===== config.mk =====
export PLATFORM = sky130hd
export DESIGN_NAME = length_prefixed_frame_decoder_flat
export DESIGN_NICKNAME = d
export VERILOG_FILES = /design/src/hdl/lpfd_pkg.sv /design/src/hdl/lpfd_if.sv /design/src/hdl/lpfd_front.sv /design/src/hdl/lpfd_queue.sv /design/src/hdl/lpfd_back.sv /design/src/hdl/length_prefixed_frame_decoder.sv /design/src/flat_wrapper.sv
export SDC_FILE = /design/constraint.sdc
export NUM_CORES = 1
export LEC_CHECK = 0
export BUFFER_PORTS_ARGS = -buffer_cell sky130_fd_sc_hd__buf_2
export CORE_ASPECT_RATIO = 1.2
export CORE_MARGIN = 5
export CORE_UTILIZATION = 50
export DETAILED_ROUTE_END_ITERATION = 6
export PLACE_DENSITY = 0.66
export RECOVER_POWER = 25
export SLEW_MARGIN = 30
export SYNTH_ARGS = -nofsm -noshare
export SYNTH_HDL_FRONTEND = slang
export SYNTH_SLANG_ARGS = --single-unit

===== constraint.sdc =====
create_clock -name i_clk -period 6.3 [get_ports i_clk]
set_input_delay 0.945 -clock i_clk [delete_from_list [all_inputs] [get_ports i_clk]]
set_output_delay 0.945 -clock i_clk [all_outputs]
set_load 0.01 [all_outputs]

===== src/hdl/lpfd_pkg.sv =====
// Shared types and constants for the length-prefixed frame decoder.
package lpfd_pkg;

    // Input word kinds
    localparam logic KIND_BYTE  = 1'b0;
    localparam logic KIND_CLEAR = 1'b1;

    // Header layout: four id bytes, then four length bytes
    localparam int          HDR_CW      = 3;
    localparam logic [2:0]  HDR_ID_LAST = 3'd3;
    localparam logic [2:0]  HDR_LAST    = 3'd7;

    // Configuration
    localparam int          LEN_W             = 31;
    localparam logic [30:0] MAX_PAYLOAD_RESET = 31'd65536;

    // Result queue between front and back; depth is a power of two
    localparam int QUEUE_DEPTH = 4;
    localparam int QUEUE_AW    = $clog2(QUEUE_DEPTH);
    localparam int QUEUE_CW    = $clog2(QUEUE_DEPTH + 1);

    // One result word
    typedef struct packed {
        logic               byte_valid;
        logic [7:0]         payload_byte;
        logic               frame_end;
        logic signed [31:0] frame_id;
        logic [LEN_W-1:0]   frame_length;
        logic               failed;
    } t_result;

    // Front to queue
    typedef struct packed {
        logic    push;
        t_result data;
    } t_q_wr;

    // Queue status to front and back
    typedef struct packed {
        logic    full;
        logic    head_valid;
        t_result head;
    } t_q_stat;

endpackage


===== src/hdl/lpfd_if.sv =====
// Stream interfaces for the decoder input and result channels.
interface lpfd_in_if;
    logic       valid;
    logic       ready;
    logic       kind;
    logic [7:0] data_byte;

    modport source (output valid, output kind, output data_byte, input ready);
    modport sink   (input valid, input kind, input data_byte, output ready);
endinterface

interface lpfd_out_if;
    logic               valid;
    logic               ready;
    logic               byte_valid;
    logic [7:0]         payload_byte;
    logic               frame_end;
    logic signed [31:0] frame_id;
    logic [30:0]        frame_length;
    logic               failed;

    modport source (output valid, output byte_valid, output payload_byte,
                    output frame_end, output frame_id, output frame_length,
                    output failed, input ready);
    modport sink   (input valid, input byte_valid, input payload_byte,
                    input frame_end, input frame_id, input frame_length,
                    input failed, output ready);
endinterface


===== src/hdl/lpfd_front.sv =====
// Front end: header parser, payload counter and failure flag; one result per word.
module lpfd_front (
    input  logic             i_clk,
    input  logic             i_rst_n,
    input  logic             i_cfg_wr_en,
    input  logic [30:0]      i_cfg_wr_data,
    lpfd_in_if.sink          i_in,
    input  lpfd_pkg::t_q_stat i_q_stat,
    output lpfd_pkg::t_q_wr  o_q_wr
);
    import lpfd_pkg::*;

    logic [LEN_W-1:0]  r_max, n_max;
    logic [HDR_CW-1:0] r_hcount, n_hcount;
    logic [31:0]       r_id, n_id;
    logic [LEN_W-1:0]  r_len, n_len;
    logic [LEN_W-1:0]  r_left, n_left;
    logic              r_in_payload, n_in_payload;
    logic              r_failed, n_failed;

    logic              accept;
    logic              do_clear;
    logic [LEN_W-1:0]  hdr_len;
    t_result           res;

    assign i_in.ready = !i_q_stat.full;
    assign accept     = i_in.valid && i_in.ready;

    // Full length field as it completes on the last header byte
    assign hdr_len = {i_in.data_byte[6:0], r_len[23:0]};

    // Next state and result word
    always_comb begin
        n_max        = i_cfg_wr_en ? i_cfg_wr_data : r_max;
        n_hcount     = r_hcount;
        n_id         = r_id;
        n_len        = r_len;
        n_left       = r_left;
        n_in_payload = r_in_payload;
        n_failed     = r_failed;
        do_clear     = 1'b0;
        res          = '0;

        if (accept) begin
            if (i_in.kind == KIND_CLEAR) begin
                do_clear = 1'b1;
                n_failed = 1'b0;
            end else if (r_failed) begin
                // bytes dropped until a clear word
            end else if (r_in_payload) begin
                res.byte_valid   = 1'b1;
                res.payload_byte = i_in.data_byte;
                res.frame_id     = r_id;
                res.frame_length = r_len;
                n_left           = r_left - LEN_W'(1);
                if (r_left == LEN_W'(1)) begin
                    res.frame_end = 1'b1;
                    do_clear      = 1'b1;
                end
            end else begin
                n_hcount = r_hcount + HDR_CW'(1);
                case (r_hcount)
                    3'd0: begin
                        n_id  = {24'd0, i_in.data_byte};
                        n_len = '0;
                    end
                    3'd1: n_id[15:8]  = i_in.data_byte;
                    3'd2: n_id[23:16] = i_in.data_byte;
                    3'd3: n_id[31:24] = i_in.data_byte;
                    3'd4: n_len[7:0]  = i_in.data_byte;
                    3'd5: n_len[15:8] = i_in.data_byte;
                    3'd6: n_len[23:16] = i_in.data_byte;
                    default: begin
                        // last header byte: check the length
                        if (i_in.data_byte[7] || hdr_len > r_max) begin
                            n_failed = 1'b1;
                            do_clear = 1'b1;
                        end else if (hdr_len == '0) begin
                            res.frame_end = 1'b1;
                            res.frame_id  = r_id;
                            do_clear      = 1'b1;
                        end else begin
                            n_in_payload = 1'b1;
                            n_left       = hdr_len;
                            n_len        = hdr_len;
                        end
                    end
                endcase
            end
        end

        if (do_clear) begin
            n_hcount     = '0;
            n_id         = '0;
            n_len        = '0;
            n_left       = '0;
            n_in_payload = 1'b0;
        end

        res.failed = n_failed;
    end

    assign o_q_wr.push = accept;
    assign o_q_wr.data = res;

    // State registers
    always_ff @(posedge i_clk) begin
        if (!i_rst_n) begin
            r_max        <= MAX_PAYLOAD_RESET;
            r_hcount     <= '0;
            r_id         <= '0;
            r_len        <= '0;
            r_left       <= '0;
            r_in_payload <= 1'b0;
            r_failed     <= 1'b0;
        end else begin
            r_max        <= n_max;
            r_hcount     <= n_hcount;
            r_id         <= n_id;
            r_len        <= n_len;
            r_left       <= n_left;
            r_in_payload <= n_in_payload;
            r_failed     <= n_failed;
        end
    end

`ifndef NO_ASSERTIONS
    // A clear word leaves no failure and no partial frame
    a_clear: assert property (@(posedge i_clk) disable iff (!i_rst_n)
        accept && i_in.kind == KIND_CLEAR |=>
        !r_failed && !r_in_payload && r_hcount == '0)
        else $error("clear word did not reset frame state");

    // Payload counter is never zero inside a frame
    a_left: assert property (@(posedge i_clk) disable iff (!i_rst_n)
        r_in_payload |-> r_left != '0 && r_hcount == '0)
        else $error("payload state inconsistent");

    // While failed, no frame is in progress
    a_fail: assert property (@(posedge i_clk) disable iff (!i_rst_n)
        r_failed |-> !r_in_payload && r_hcount == '0)
        else $error("frame in progress while failed");
`endif

endmodule


===== src/hdl/lpfd_queue.sv =====
// Short result queue decoupling the parser from the output stage.
module lpfd_queue (
    input  logic              i_clk,
    input  logic              i_rst_n,
    input  lpfd_pkg::t_q_wr   i_wr,
    input  logic              i_pop,
    output lpfd_pkg::t_q_stat o_stat
);
    import lpfd_pkg::*;

    t_result             r_mem [QUEUE_DEPTH];
    logic [QUEUE_AW-1:0] r_wr_ptr, n_wr_ptr;
    logic [QUEUE_AW-1:0] r_rd_ptr, n_rd_ptr;
    logic [QUEUE_CW-1:0] r_count, n_count;

    // Pointers wrap naturally since the depth is a power of two
    always_comb begin
        n_wr_ptr = i_wr.push ? r_wr_ptr + QUEUE_AW'(1) : r_wr_ptr;
        n_rd_ptr = i_pop     ? r_rd_ptr + QUEUE_AW'(1) : r_rd_ptr;
        n_count  = r_count + QUEUE_CW'(i_wr.push) - QUEUE_CW'(i_pop);
    end

    always_ff @(posedge i_clk) begin
        if (i_wr.push) begin
            r_mem[r_wr_ptr] <= i_wr.data;
        end
    end

    always_ff @(posedge i_clk) begin
        if (!i_rst_n) begin
            r_wr_ptr <= '0;
            r_rd_ptr <= '0;
            r_count  <= '0;
        end else begin
            r_wr_ptr <= n_wr_ptr;
            r_rd_ptr <= n_rd_ptr;
            r_count  <= n_count;
        end
    end

    assign o_stat.full       = (r_count == QUEUE_CW'(QUEUE_DEPTH));
    assign o_stat.head_valid = (r_count != '0);
    assign o_stat.head       = r_mem[r_rd_ptr];

`ifndef NO_ASSERTIONS
    a_no_overflow: assert property (@(posedge i_clk) disable iff (!i_rst_n)
        o_stat.full |-> !i_wr.push)
        else $error("push into full queue");

    a_no_underflow: assert property (@(posedge i_clk) disable iff (!i_rst_n)
        i_pop |-> r_count != '0)
        else $error("pop from empty queue");

    a_count_up: assert property (@(posedge i_clk) disable iff (!i_rst_n)
        i_wr.push && !i_pop |=> r_count == $past(r_count) + 1'b1)
        else $error("queue count lost a word");
`endif

endmodule


===== src/hdl/lpfd_back.sv =====
// Back end: output register that drives the result channel from the queue head.
module lpfd_back (
    input  logic              i_clk,
    input  logic              i_rst_n,
    input  lpfd_pkg::t_q_stat i_q_stat,
    output logic              o_pop,
    lpfd_out_if.source        o_out
);
    import lpfd_pkg::*;

    logic    r_valid, n_valid;
    t_result r_data;
    logic    take;

    // Load a new word when the register is empty or being drained
    assign take  = !r_valid || o_out.ready;
    assign o_pop = take && i_q_stat.head_valid;

    always_comb begin
        n_valid = take ? i_q_stat.head_valid : r_valid;
    end

    always_ff @(posedge i_clk) begin
        if (!i_rst_n) begin
            r_valid <= 1'b0;
        end else begin
            r_valid <= n_valid;
        end
    end

    always_ff @(posedge i_clk) begin
        if (o_pop) begin
            r_data <= i_q_stat.head;
        end
    end

    assign o_out.valid        = r_valid;
    assign o_out.byte_valid   = r_data.byte_valid;
    assign o_out.payload_byte = r_data.payload_byte;
    assign o_out.frame_end    = r_data.frame_end;
    assign o_out.frame_id     = r_data.frame_id;
    assign o_out.frame_length = r_data.frame_length;
    assign o_out.failed       = r_data.failed;

endmodule


===== src/hdl/length_prefixed_frame_decoder.sv =====
// Length-prefixed frame decoder: one result word per input word.
// An accepted word's result is written into the result queue, then loaded into the output register.
// Throughput: one word per cycle, set by the header parser, while the result queue is not full.
// A four-word result queue lets input and output stall independently.
// Reset (synchronous, active low) clears the parser, the failure flag and
// the queue, and sets max_payload to 65536; no clearing pass is needed.
module length_prefixed_frame_decoder (
    input  logic        i_clk,
    input  logic        i_rst_n,
    input  logic        i_cfg_wr_en,
    input  logic [30:0] i_cfg_wr_data,
    lpfd_in_if.sink     i_in,
    lpfd_out_if.source  o_out
);
    import lpfd_pkg::*;

    t_q_wr   q_wr;
    t_q_stat q_stat;
    logic    q_pop;

    lpfd_front u_front (
        .i_clk         (i_clk),
        .i_rst_n       (i_rst_n),
        .i_cfg_wr_en   (i_cfg_wr_en),
        .i_cfg_wr_data (i_cfg_wr_data),
        .i_in          (i_in),
        .i_q_stat      (q_stat),
        .o_q_wr        (q_wr)
    );

    lpfd_queue u_queue (
        .i_clk   (i_clk),
        .i_rst_n (i_rst_n),
        .i_wr    (q_wr),
        .i_pop   (q_pop),
        .o_stat  (q_stat)
    );

    lpfd_back u_back (
        .i_clk    (i_clk),
        .i_rst_n  (i_rst_n),
        .i_q_stat (q_stat),
        .o_pop    (q_pop),
        .o_out    (o_out)
    );

endmodule

===== src/flat_wrapper.sv =====
// flat-port wrapper written by rule: the top's interface ports become plain ports
module length_prefixed_frame_decoder_flat import lpfd_pkg::*;
  (i_clk, i_rst_n, i_cfg_wr_en, i_cfg_wr_data, i_in_valid, i_in_kind, i_in_data_byte, i_in_ready, o_out_valid, o_out_byte_valid, o_out_payload_byte, o_out_frame_end, o_out_frame_id, o_out_frame_length, o_out_failed, o_out_ready);
  lpfd_in_if i_in_i ();
  lpfd_out_if o_out_i ();
  input  logic i_clk;
  input  logic i_rst_n;
  input  logic i_cfg_wr_en;
  input  logic [30:0] i_cfg_wr_data;
  input wire logic [$bits(i_in_i.valid)-1:0] i_in_valid;
  input wire logic [$bits(i_in_i.kind)-1:0] i_in_kind;
  input wire logic [$bits(i_in_i.data_byte)-1:0] i_in_data_byte;
  output wire logic [$bits(i_in_i.ready)-1:0] i_in_ready;
  output wire logic [$bits(o_out_i.valid)-1:0] o_out_valid;
  output wire logic [$bits(o_out_i.byte_valid)-1:0] o_out_byte_valid;
  output wire logic [$bits(o_out_i.payload_byte)-1:0] o_out_payload_byte;
  output wire logic [$bits(o_out_i.frame_end)-1:0] o_out_frame_end;
  output wire logic [$bits(o_out_i.frame_id)-1:0] o_out_frame_id;
  output wire logic [$bits(o_out_i.frame_length)-1:0] o_out_frame_length;
  output wire logic [$bits(o_out_i.failed)-1:0] o_out_failed;
  input wire logic [$bits(o_out_i.ready)-1:0] o_out_ready;
  assign i_in_i.valid = i_in_valid;
  assign i_in_i.kind = i_in_kind;
  assign i_in_i.data_byte = i_in_data_byte;
  assign i_in_ready = i_in_i.ready;
  assign o_out_valid = o_out_i.valid;
  assign o_out_byte_valid = o_out_i.byte_valid;
  assign o_out_payload_byte = o_out_i.payload_byte;
  assign o_out_frame_end = o_out_i.frame_end;
  assign o_out_frame_id = o_out_i.frame_id;
  assign o_out_frame_length = o_out_i.frame_length;
  assign o_out_failed = o_out_i.failed;
  assign o_out_i.ready = o_out_ready;
  length_prefixed_frame_decoder u_core (.i_clk(i_clk), .i_rst_n(i_rst_n), .i_cfg_wr_en(i_cfg_wr_en), .i_cfg_wr_data(i_cfg_wr_data), .i_in(i_in_i), .o_out(o_out_i));
endmodule

==> results_dict.tcl, run 1 <==
set metrics [dict create \
    outcome "finished with violations" \
    violations "capacitance limit, slew limit" \
    hpwlAfterDp_mm 27.2 \
    path_class "flip-flop to flip-flop" \
    postCtsResizedCells 0 \
    synth_simple_gate_area_share_pct 10.9 \
    synth_area_leader_cell "edfxtp_1" \
    cts_tree "done" \
    io_buffers 120 \
    antenna_cells 0 \
    wire_per_inst_um 20.7 \
    grt-ovfl-total 0 \
    drv_slew 183 \
    cts_buffer_depth 3 \
    drt-initial-drc-count 907 \
    cp_max_fo 52 \
    numCtsBuffers 49 \
    p_leak_nw 7.56 \
    antenna_left 0 \
    max_slew_margin_pct -76.6 \
    worstSkewPairLatency_ns 0.56 \
    tns_ns 0 \
    peakVddDrop_mv 0.233 \
    hold_slack_ns 0.452 \
    die_h_um 231 \
    dpl-instance-area_um2 21500 \
    cts_setup_buffers 0 \
    synth.distinct_cells 56 \
    final_cells 2074 \
    synth_nets 1485 \
    power_density_nw_per_um2 385 \
    min_period_over_period_pct 75.8 \
    core-area_um2 40500 \
    fin_util_pct 56.4 \
    yosys-top-cells-count "370 x edfxtp_1, 138 x dfxtp_1, 101 x a21oi_1" \
    p_total_mw 8.80 \
    cp.arrival_ns 5.20 \
    track_usage_pct 19.1 \
    ys_seq_area_share_pct 68.2 \
    area_growth_pct 12.3 \
    routabilityCongestion 0.863 \
    synthAdderAreaFrac_pct 2.93 \
    placedCellCount 1982 \
    final_area_um2 22800 \
    syn_area_per_cell_um2 14.6 \
    yosys-top-cells-area "edfxtp_1 55%, dfxtp_1 14%, mux4_2 8.2%" \
    hp-class "flip-flop to flip-flop" \
    hold_buffers 0 \
    drc_errors 0 \
    muxShareOfSynthArea_pct 9.67 \
    drt_wl_total_mm 43.0 \
    vias 11800 \
    fin_nets 1586 \
    netlist_area_um2 20300 \
    hold_viol 0 \
    std_cell_rows 81 \
    synth-async-reset-ratio_pct 0 \
    setup_violations 0 \
    synth_most_common_cell "edfxtp_1" \
    ys.flop_type "edfxtp_1" \
    rsz0062_at_grt "no" \
    synth_compound_area_share_pct 5.47 \
    drt_first_pass_iters 6 \
    maxCapViolCount 4 \
    fmax_ghz 0.209 \
    synth_edf_count 370 \
    die_area_um2 44800 \
    required_ns 6.72 \
    post-place-ws_ns 2.03 \
    synth_xor_area_share_pct 0.258 \
    cts.reportedPaths.clkPinSlew_ns 0.06 \
    drive_above_1_share_pct 14.9 \
    tightest_slew_ns 2.65 \
    root_buffer "clkbuf_16" \
    worstSetupStartpointType "flip-flop" \
    fin_ws_ns 1.53 \
    synth_top_cell_area_share_pct 54.6 \
    initial_core_util_pct 50.2 \
    htreeDepth 2 \
    postSynthCellCount 1393 \
    finalCriticalPeriod_ns 4.77 \
    worstSetupEndpointType "flip-flop" \
    grt_pass1_wl_mm 68.0 \
    grt_start_max_net_pins 73 \
    ioPinCount 121 \
    post_drt_via_cell_ratio 5.70 \
    die_w_um 194 \
    cts_sinks 508 \
    antenna_found_initial 1 \
    ys_ff_latch 508 \
    synth_warnings 0 \
    grt_pass1_vias 11900 \
    synth_top_family_by_area "simple AND/OR/NAND/NOR gates" \
    finClkSkew_ns 0.0126 \
]
[placed cells by master, fill, tap and decap left out, drive strengths merged, types with 3 or more instances in the layout]
cell type / n
a21o: 3
a21oi: 101
a221oi: 8
a22oi: 6
a31oi: 8
a32oi: 10
and2: 40
and3: 44
buf: 71
clkbuf: 130
clkinv: 20
clkinvlp: 3
dfxtp: 138
edfxtp: 370
ha: 46
inv: 48
mux2i: 30
mux4: 74
nand2: 94
nand2b: 7
nand3: 51
nand3b: 5
nand4: 38
nor2: 43
nor2b: 39
nor3: 17
nor4: 19
nor4b: 3
o211ai: 3
o21ai: 14
o22ai: 3
o311ai: 6
or3: 7
or4: 5
xnor2: 5
[final cells by class]
cell class,instances,area (µm²)
Clock buffer,67,1370
Clock inverter,25,151
Fill cell,3282,17700
Inverter,47,176
Multi-Input combinational cell,754,5960
Sequential cell,508,13900
Tap cell,539,674
Timing Repair Buffer,134,636
[logic make-up (layout without fill, tap and decap cells)]
group / count (synthesis) / in the layout
xor+xnor: 6 / 6
compound gates: 180 / 180
simple gates: 417 / 417
flops: 508 / 508
buf+inv: 131 / 273
fa+ha+maj: 47 / 47
mux: 104 / 104
[final timing paths]
kind	cells past startpoint	start	endpoint	slack, ns
worst min-delay path	2	u_core.u_front.r_id[16]	u_core.u_front.r_id[16]	0.45
worst max register to register	7	u_core.u_queue.r_count[1]	u_core.u_front.r_left[10]	1.53
worst max-delay path	7	u_core.u_queue.r_count[1]	u_core.u_front.r_left[10]	1.53
worst min register to register	2	u_core.u_front.r_id[16]	u_core.u_front.r_id[16]	0.45
[flip-flops by register name, summed over array words and instances (netlist names), 2 cells and up]
| name | count |
|---|---|
| u_core.u_queue.r_mem | 296 |
| u_core.u_back.o_out.frame_id | 32 |
| u_core.u_front.r_id | 32 |
| u_core.u_back.o_out.frame_length | 31 |
| u_core.u_front.r_left | 31 |
| u_core.u_front.r_len | 31 |
| u_core.u_front.r_max | 31 |
| u_core.u_back.o_out.payload_byte | 8 |
| u_core.u_front.r_hcount | 3 |
| u_core.u_queue.r_count | 3 |
| u_core.u_queue.r_rd_ptr | 2 |
| u_core.u_queue.r_wr_ptr | 2 |
[power by group]
part / internal, mW / total (mW) / switching, mW
sequential: 4.27 / 4.50 / 0.226
combinational: 0.623 / 1.55 / 0.931
clock: 1.56 / 2.75 / 1.19
total: 6.45 / 8.80 / 2.34
[layer usage]
layer	up-vias	part of all wire [%]	global-route usage (%)	wire, µm
met4	0	3.0	5.93	1280
met2	356	50	32.9	21400
met1	5836	42	25.3	18100
li1	5533	-	-	-
met3	91	5.3	2.88	2270
met5	-	0	0	0
[worst max-delay path, stage by stage, from the launching register on]
cell and delay [ns]:
dfxtp_1 0.41, or3b_2 0.29, and3_1 0.18, clkbuf_1 1.55
nand2_1 0.62, or4_2 1.14, o311ai_0 0.27, a21oi_1 0.14
Power figures use the tool's default switching activity.
==> run 2: changes to the inputs <==
==> constraint.sdc (replaced) <==
create_clock -name i_clk -period 4.2 [get_ports i_clk]
set_input_delay 0.63 -clock i_clk [delete_from_list [all_inputs] [get_ports i_clk]]
set_output_delay 0.63 -clock i_clk [all_outputs]
set_load 0.01 [all_outputs]
==> results_dict.tcl, run 2 (synthesized netlist as in run 1, its figures left out) <==
set metrics [dict create \
    nFillCells 3274 \
    track_usage_pct 19.6 \
    r2r-start "u_core.u_queue.r_count[1]" \
    violations "capacitance limit, slew limit" \
    initial_core_util_pct 50.2 \
    root_buffer "clkbuf_16" \
    cts_sinks 508 \
    finClkSkew_ns 0.0139 \
    finalCriticalPeriod_ns 3.47 \
    final_area_um2 23100 \
    reg2reg_slack_ns 0.73 \
    p_leak_nw 7.65 \
    fin_nets 1596 \
    post_drt_via_cell_ratio 5.77 \
    cts_setup_buffers 0 \
    regMostFlops "u_core.u_queue.r_mem" \
    peakVddDrop_mv 0.328 \
    hold_end "u_core.u_front.r_max[16]" \
    routabilityCongestion 0.936 \
    rsz0062_at_grt "no" \
    antenna_left 0 \
    drc_errors 0 \
    antenna_found_initial 0 \
    path_class "flip-flop to flip-flop" \
    slowest_delay_ns 1.39 \
    die_w_um 194 \
    grt_pass1_wl_mm 69.7 \
    met3_usage_pct 3.23 \
    setup_violations 0 \
    io_buffers 120 \
    cp.arrival_ns 3.62 \
    min_period_over_period_pct 82.6 \
    wire_per_inst_um 21.3 \
    p_total_mw 13.5 \
    fmax_ghz 0.288 \
    tns_ns 0 \
    fin_util_pct 57.0 \
    r2r-end "u_core.u_queue.r_mem[2][39]" \
    top_usage_layer "met2" \
    startpoint "u_core.u_queue.r_count[1]" \
    placedCellCount 1992 \
    final_common_cell "edfxtp_1" \
    worstSetupEndpointType "flip-flop" \
    grt_pass1_vias 12200 \
    drv_slew 132 \
    p_seq_share_pct 49.9 \
    cts_tree "done" \
    drt_wl_total_mm 44.3 \
    cts.reportedPaths.clkPinSlew_ns 0.06 \
    tightest_slew_ns 2.18 \
    core-area_um2 40500 \
    power_switching_mw 3.59 \
    ioPinCount 121 \
    hp-class "input pin to flip-flop" \
    switching_share_pct 26.7 \
    outcome "finished with violations" \
    dpl-instance-area_um2 21600 \
    std_cell_rows 81 \
    clock_power_share_pct 32.2 \
    drt-initial-drc-count 1022 \
    postCtsResizedCells 0 \
    final_cells 2085 \
    use_met1_pct 25.8 \
    hold_depth 3 \
    required_ns 4.35 \
    hpwlAfterDp_mm 28.3 \
    htreeDepth 2 \
    grt-ovfl-total 0 \
    hold_buffers 0 \
    rr_worst_depth 3 \
    hp-start "i_cfg_wr_data[16]" \
    hold_viol 0 \
    grt_start_max_net_pins 67 \
    worstSetupStartpointType "flip-flop" \
    maxCapViolCount 3 \
    max_slew_margin_pct -45.4 \
    largest_register_ffs 296 \
    die_area_um2 44800 \
    worstSkewPairLatency_ns 0.57 \
    die_h_um 231 \
    numCtsBuffers 49 \
    cp_max_fo 60 \
    internal-power_mw 9.87 \
    vias 12000 \
    crit_slowest_cell "clkbuf_2" \
    drt_first_pass_iters 5 \
    final_cell_mix "370 x edfxtp_1, 135 x dfxtp_1, 101 x a21oi_1" \
    cts_buffer_depth 3 \
    drive_above_1_share_pct 15.0 \
    area_growth_pct 13.5 \
    path_cells "or3b_2 -> and3_1 -> clkbuf_2" \
    grt_use_met2_pct 32.6 \
    combPwrFrac_pct 17.8 \
    power_density_nw_per_um2 583 \
]
[run 2: changes by cell type in the layout (fill, tap and decap cells not counted), sizes merged]
cell / before / now
buf: 71 / 66
clkinv: 20 / 16
bufinv: 1 / 2
clkbuf: 130 / 148
diode: 0 / 1
[run 2: worst max-delay path by stage]
| stage | to | slack (ns) | cells after the start |
|---|---|---|---|
| final | u_core.u_queue.r_mem[2][39] | 0.73 | 3 |
| after global routing | u_core.u_queue.r_mem[2][26] | 0.56 | 3 |
| after floorplan | u_core.u_queue.r_count[2] | 0.73 | 10 |
| after global placement | u_core.u_front.r_left[22] | 0.66 | 8 |
| after detailed placement | u_core.u_front.r_left[25] | 0.55 | 8 |
| after CTS | u_core.u_front.r_left[22] | 0.85 | 8 |
[run 2: routing by layer]
metal / part of all wire, % / vias up / wire length, µm
li1: - / 5554 / -
met1: 41 / 5999 / 18100
met2: 49 / 364 / 21700
met3: 5.7 / 109 / 2530
met4: 4.5 / 0 / 1980
met5: 0 / - / 0
[run 2: area by class of cell]
cell class	instances	area, µm²	share of cell area [%]
flip-flops and latches	508	13900	60.1
clock buffers	70	1440	6.24
diodes	1	2.50	0.0108
clock inverters	22	166	0.721
multi-input cells	754	5980	25.9
inverters	47	176	0.764
well taps	539	674	2.92
repair buffers	144	774	3.35
[run 2: power groups by stage]
stage               clock, mW  sequential (mW)  combinational, mW
floorplan                   0             6.89               1.47
global placement            0             6.85               2.47
detailed placement          0             6.82               2.55
CTS                      4.46             6.72               2.57
global route             4.65             6.81               2.63
finish                   4.34             6.72               2.40
[run 2: worst max-delay path: cells and delay by family (launching register included)]
kind	cells	cell delay, ns
simple gates	2	1.16
flops	1	0.42
buf+inv	1	1.39
[run 2: through the flow]
stage                     hold slack (ns)  worst slack [ns]
after global routing                0.294             0.557
after global placement              0.438             0.661
after floorplan                     0.425             0.730
after CTS                           0.265             0.853
after detailed placement            0.440             0.546
final                               0.296             0.729
==> run 3: changes to the inputs <==
==> constraint.sdc (replaced) <==
create_clock -name i_clk -period 3.15 [get_ports i_clk]
set_input_delay 0.4725 -clock i_clk [delete_from_list [all_inputs] [get_ports i_clk]]
set_output_delay 0.4725 -clock i_clk [all_outputs]
set_load 0.01 [all_outputs]
==> results_dict.tcl, run 3 (synthesized netlist as in run 1, its figures left out) <==
set metrics [dict create \
    outcome "finished with violations" \
    violations "capacitance limit, slew limit" \
    p_leak_nw 7.98 \
    drive_above_1_share_pct 18.1 \
    initial_core_util_pct 50.2 \
    area_growth_pct 16.3 \
    largest_register_ffs 296 \
    hpwlAfterDp_mm 29.0 \
    path_cells "or3_1 -> or3_1 -> nor4_2 -> nor2_1 -> or4_4 -> o221ai_4 -> buf_12 -> buf_12 -> a221oi_1" \
    required_ns 3.56 \
    cp_max_fo 28 \
    power_density_nw_per_um2 770 \
    multi_input_area_um2 6000 \
    hold_depth 3 \
    finClkSkew_ns 0.0237 \
    finalCriticalPeriod_ns 3.01 \
    grt_start_max_net_pins 52 \
    maxCapViolCount 4 \
    routabilityCongestion 0.888 \
    fin_ws_ns 0.136 \
    r2r-start "u_core.u_front.r_left[25]" \
    rsz0062_at_grt "no" \
    cts_sinks 508 \
    cp.arrival_ns 3.42 \
    cts.reportedPaths.clkPinSlew_ns 0.07 \
    drc_errors 0 \
    antenna_found_initial 1 \
    post_drt_via_cell_ratio 5.70 \
    rr_worst_depth 9 \
    drt_wl_total_mm 44.9 \
    slowest_delay_ns 0.55 \
    hold_slack_ns 0.163 \
    numCtsBuffers 49 \
    worstSetupEndpointType "flip-flop" \
    setup_violations 0 \
    track_usage_pct 19.9 \
    drv_slew 110 \
    cts_tree "done" \
    peakVddDrop_mv 0.422 \
    wire_per_inst_um 21.0 \
    post-place-ws_ns 0.0528 \
    final_common_cell "edfxtp_1" \
    cts_buffer_depth 3 \
    regMostFlops "u_core.u_queue.r_mem" \
    ioPinCount 121 \
    fin_util_pct 58.3 \
    htreeDepth 2 \
    std_cell_rows 81 \
    hp-class "input pin to flip-flop" \
    final_cell_mix "370 x edfxtp_1, 135 x dfxtp_1, 101 x a21oi_1" \
    nFillCells 3272 \
    vias 12200 \
    hp-start "i_cfg_wr_data[15]" \
    die_h_um 231 \
    seq_area_um2 13900 \
    hold_viol 0 \
    antenna_left 0 \
    p_total_mw 18.2 \
    final_area_um2 23600 \
    fin_nets 1650 \
    die_area_um2 44800 \
    fmax_ghz 0.332 \
    dpl-instance-area_um2 22100 \
    grt_pass1_wl_mm 70.4 \
    min_period_over_period_pct 95.7 \
    drt_first_pass_iters 6 \
    core-area_um2 40500 \
    worstSkewPairLatency_ns 0.57 \
    antenna_cells 0 \
    io_buffers 120 \
    tightest_slew_ns 2.25 \
    grt_pass1_vias 12200 \
    root_buffer "clkbuf_16" \
    max_slew_margin_pct -49.9 \
    drt-initial-drc-count 962 \
    crit_slowest_cell "or4_4" \
    worstSetupStartpointType "flip-flop" \
    die_w_um 194 \
    startpoint "u_core.u_front.r_left[25]" \
    path_class "flip-flop to flip-flop" \
    grt-ovfl-total 0 \
]
[run 3: changes by cell type in the layout (fill, tap and decap cells not counted), sizes merged]
cell      change
buf          +54
diode         -1
clkinv        +4
clkinvlp      -1
clkbuf        -8
bufinv        +4
[run 3: report_power, final]
group          internal, mW  switching (mW)  total (mW)  leakage [nW]
Clock                  3.48            2.44        5.92         0.805
Combinational          1.38            1.97        3.36          2.79
Sequential             8.51           0.417        8.93          4.39
Total                  13.4            4.83        18.2          7.98
[run 3: worst max-delay path, delay by kind of cell (launching register included)]
kind,cells,cell delay [ns]
compound gates,2,0.27
buf+inv,2,0.39
flops,1,0.34
simple gates,5,1.83
[run 3: per-stage QoR]
step                      cells  setup TNS, ns
final                      2137              0
after global routing       2137              0
after CTS                  2137              0
after detailed placement   2046              0
after global placement     2046              0
after floorplan            1393        -0.0909
[run 3: worst paths after layout]
path | to | slack [ns]
max | u_core.u_front.r_left[21] | 0.14
min | u_core.u_front.r_max[15] | 0.16
min reg2reg | u_core.u_front.r_id[13] | 0.45
max reg2reg | u_core.u_front.r_left[21] | 0.14
[run 3: layer usage]
layer / up-vias / track usage, % / wire [µm]
li1: 5653 / - / -
met1: 6061 / 26.9 / 18900
met2: 355 / 33.0 / 21800
met3: 100 / 3.69 / 2780
met4: 2 / 6.44 / 1420
met5: - / 0 / 13
[run 3: area by class of cell]
| class | instances | share of cell area, % |
|---|---|---|
| flip-flops and latches | 508 | 58.7 |
| multi-input cells | 754 | 25.4 |
| clock buffers | 62 | 5.60 |
| repair buffers | 198 | 5.38 |
| well taps | 539 | 2.85 |
| clock inverters | 29 | 1.35 |
| inverters | 47 | 0.746 |
[run 3: repair_timing]
| action | in CTS | in global routing |
|---|---|---|
| setup endpoints to repair | 0 | 9 |
| hold endpoints to repair | 0 | 0 |
| resized for setup | 0 | 3 |
| setup buffers | 0 | 0 |
| hold buffers | 0 | 0 |
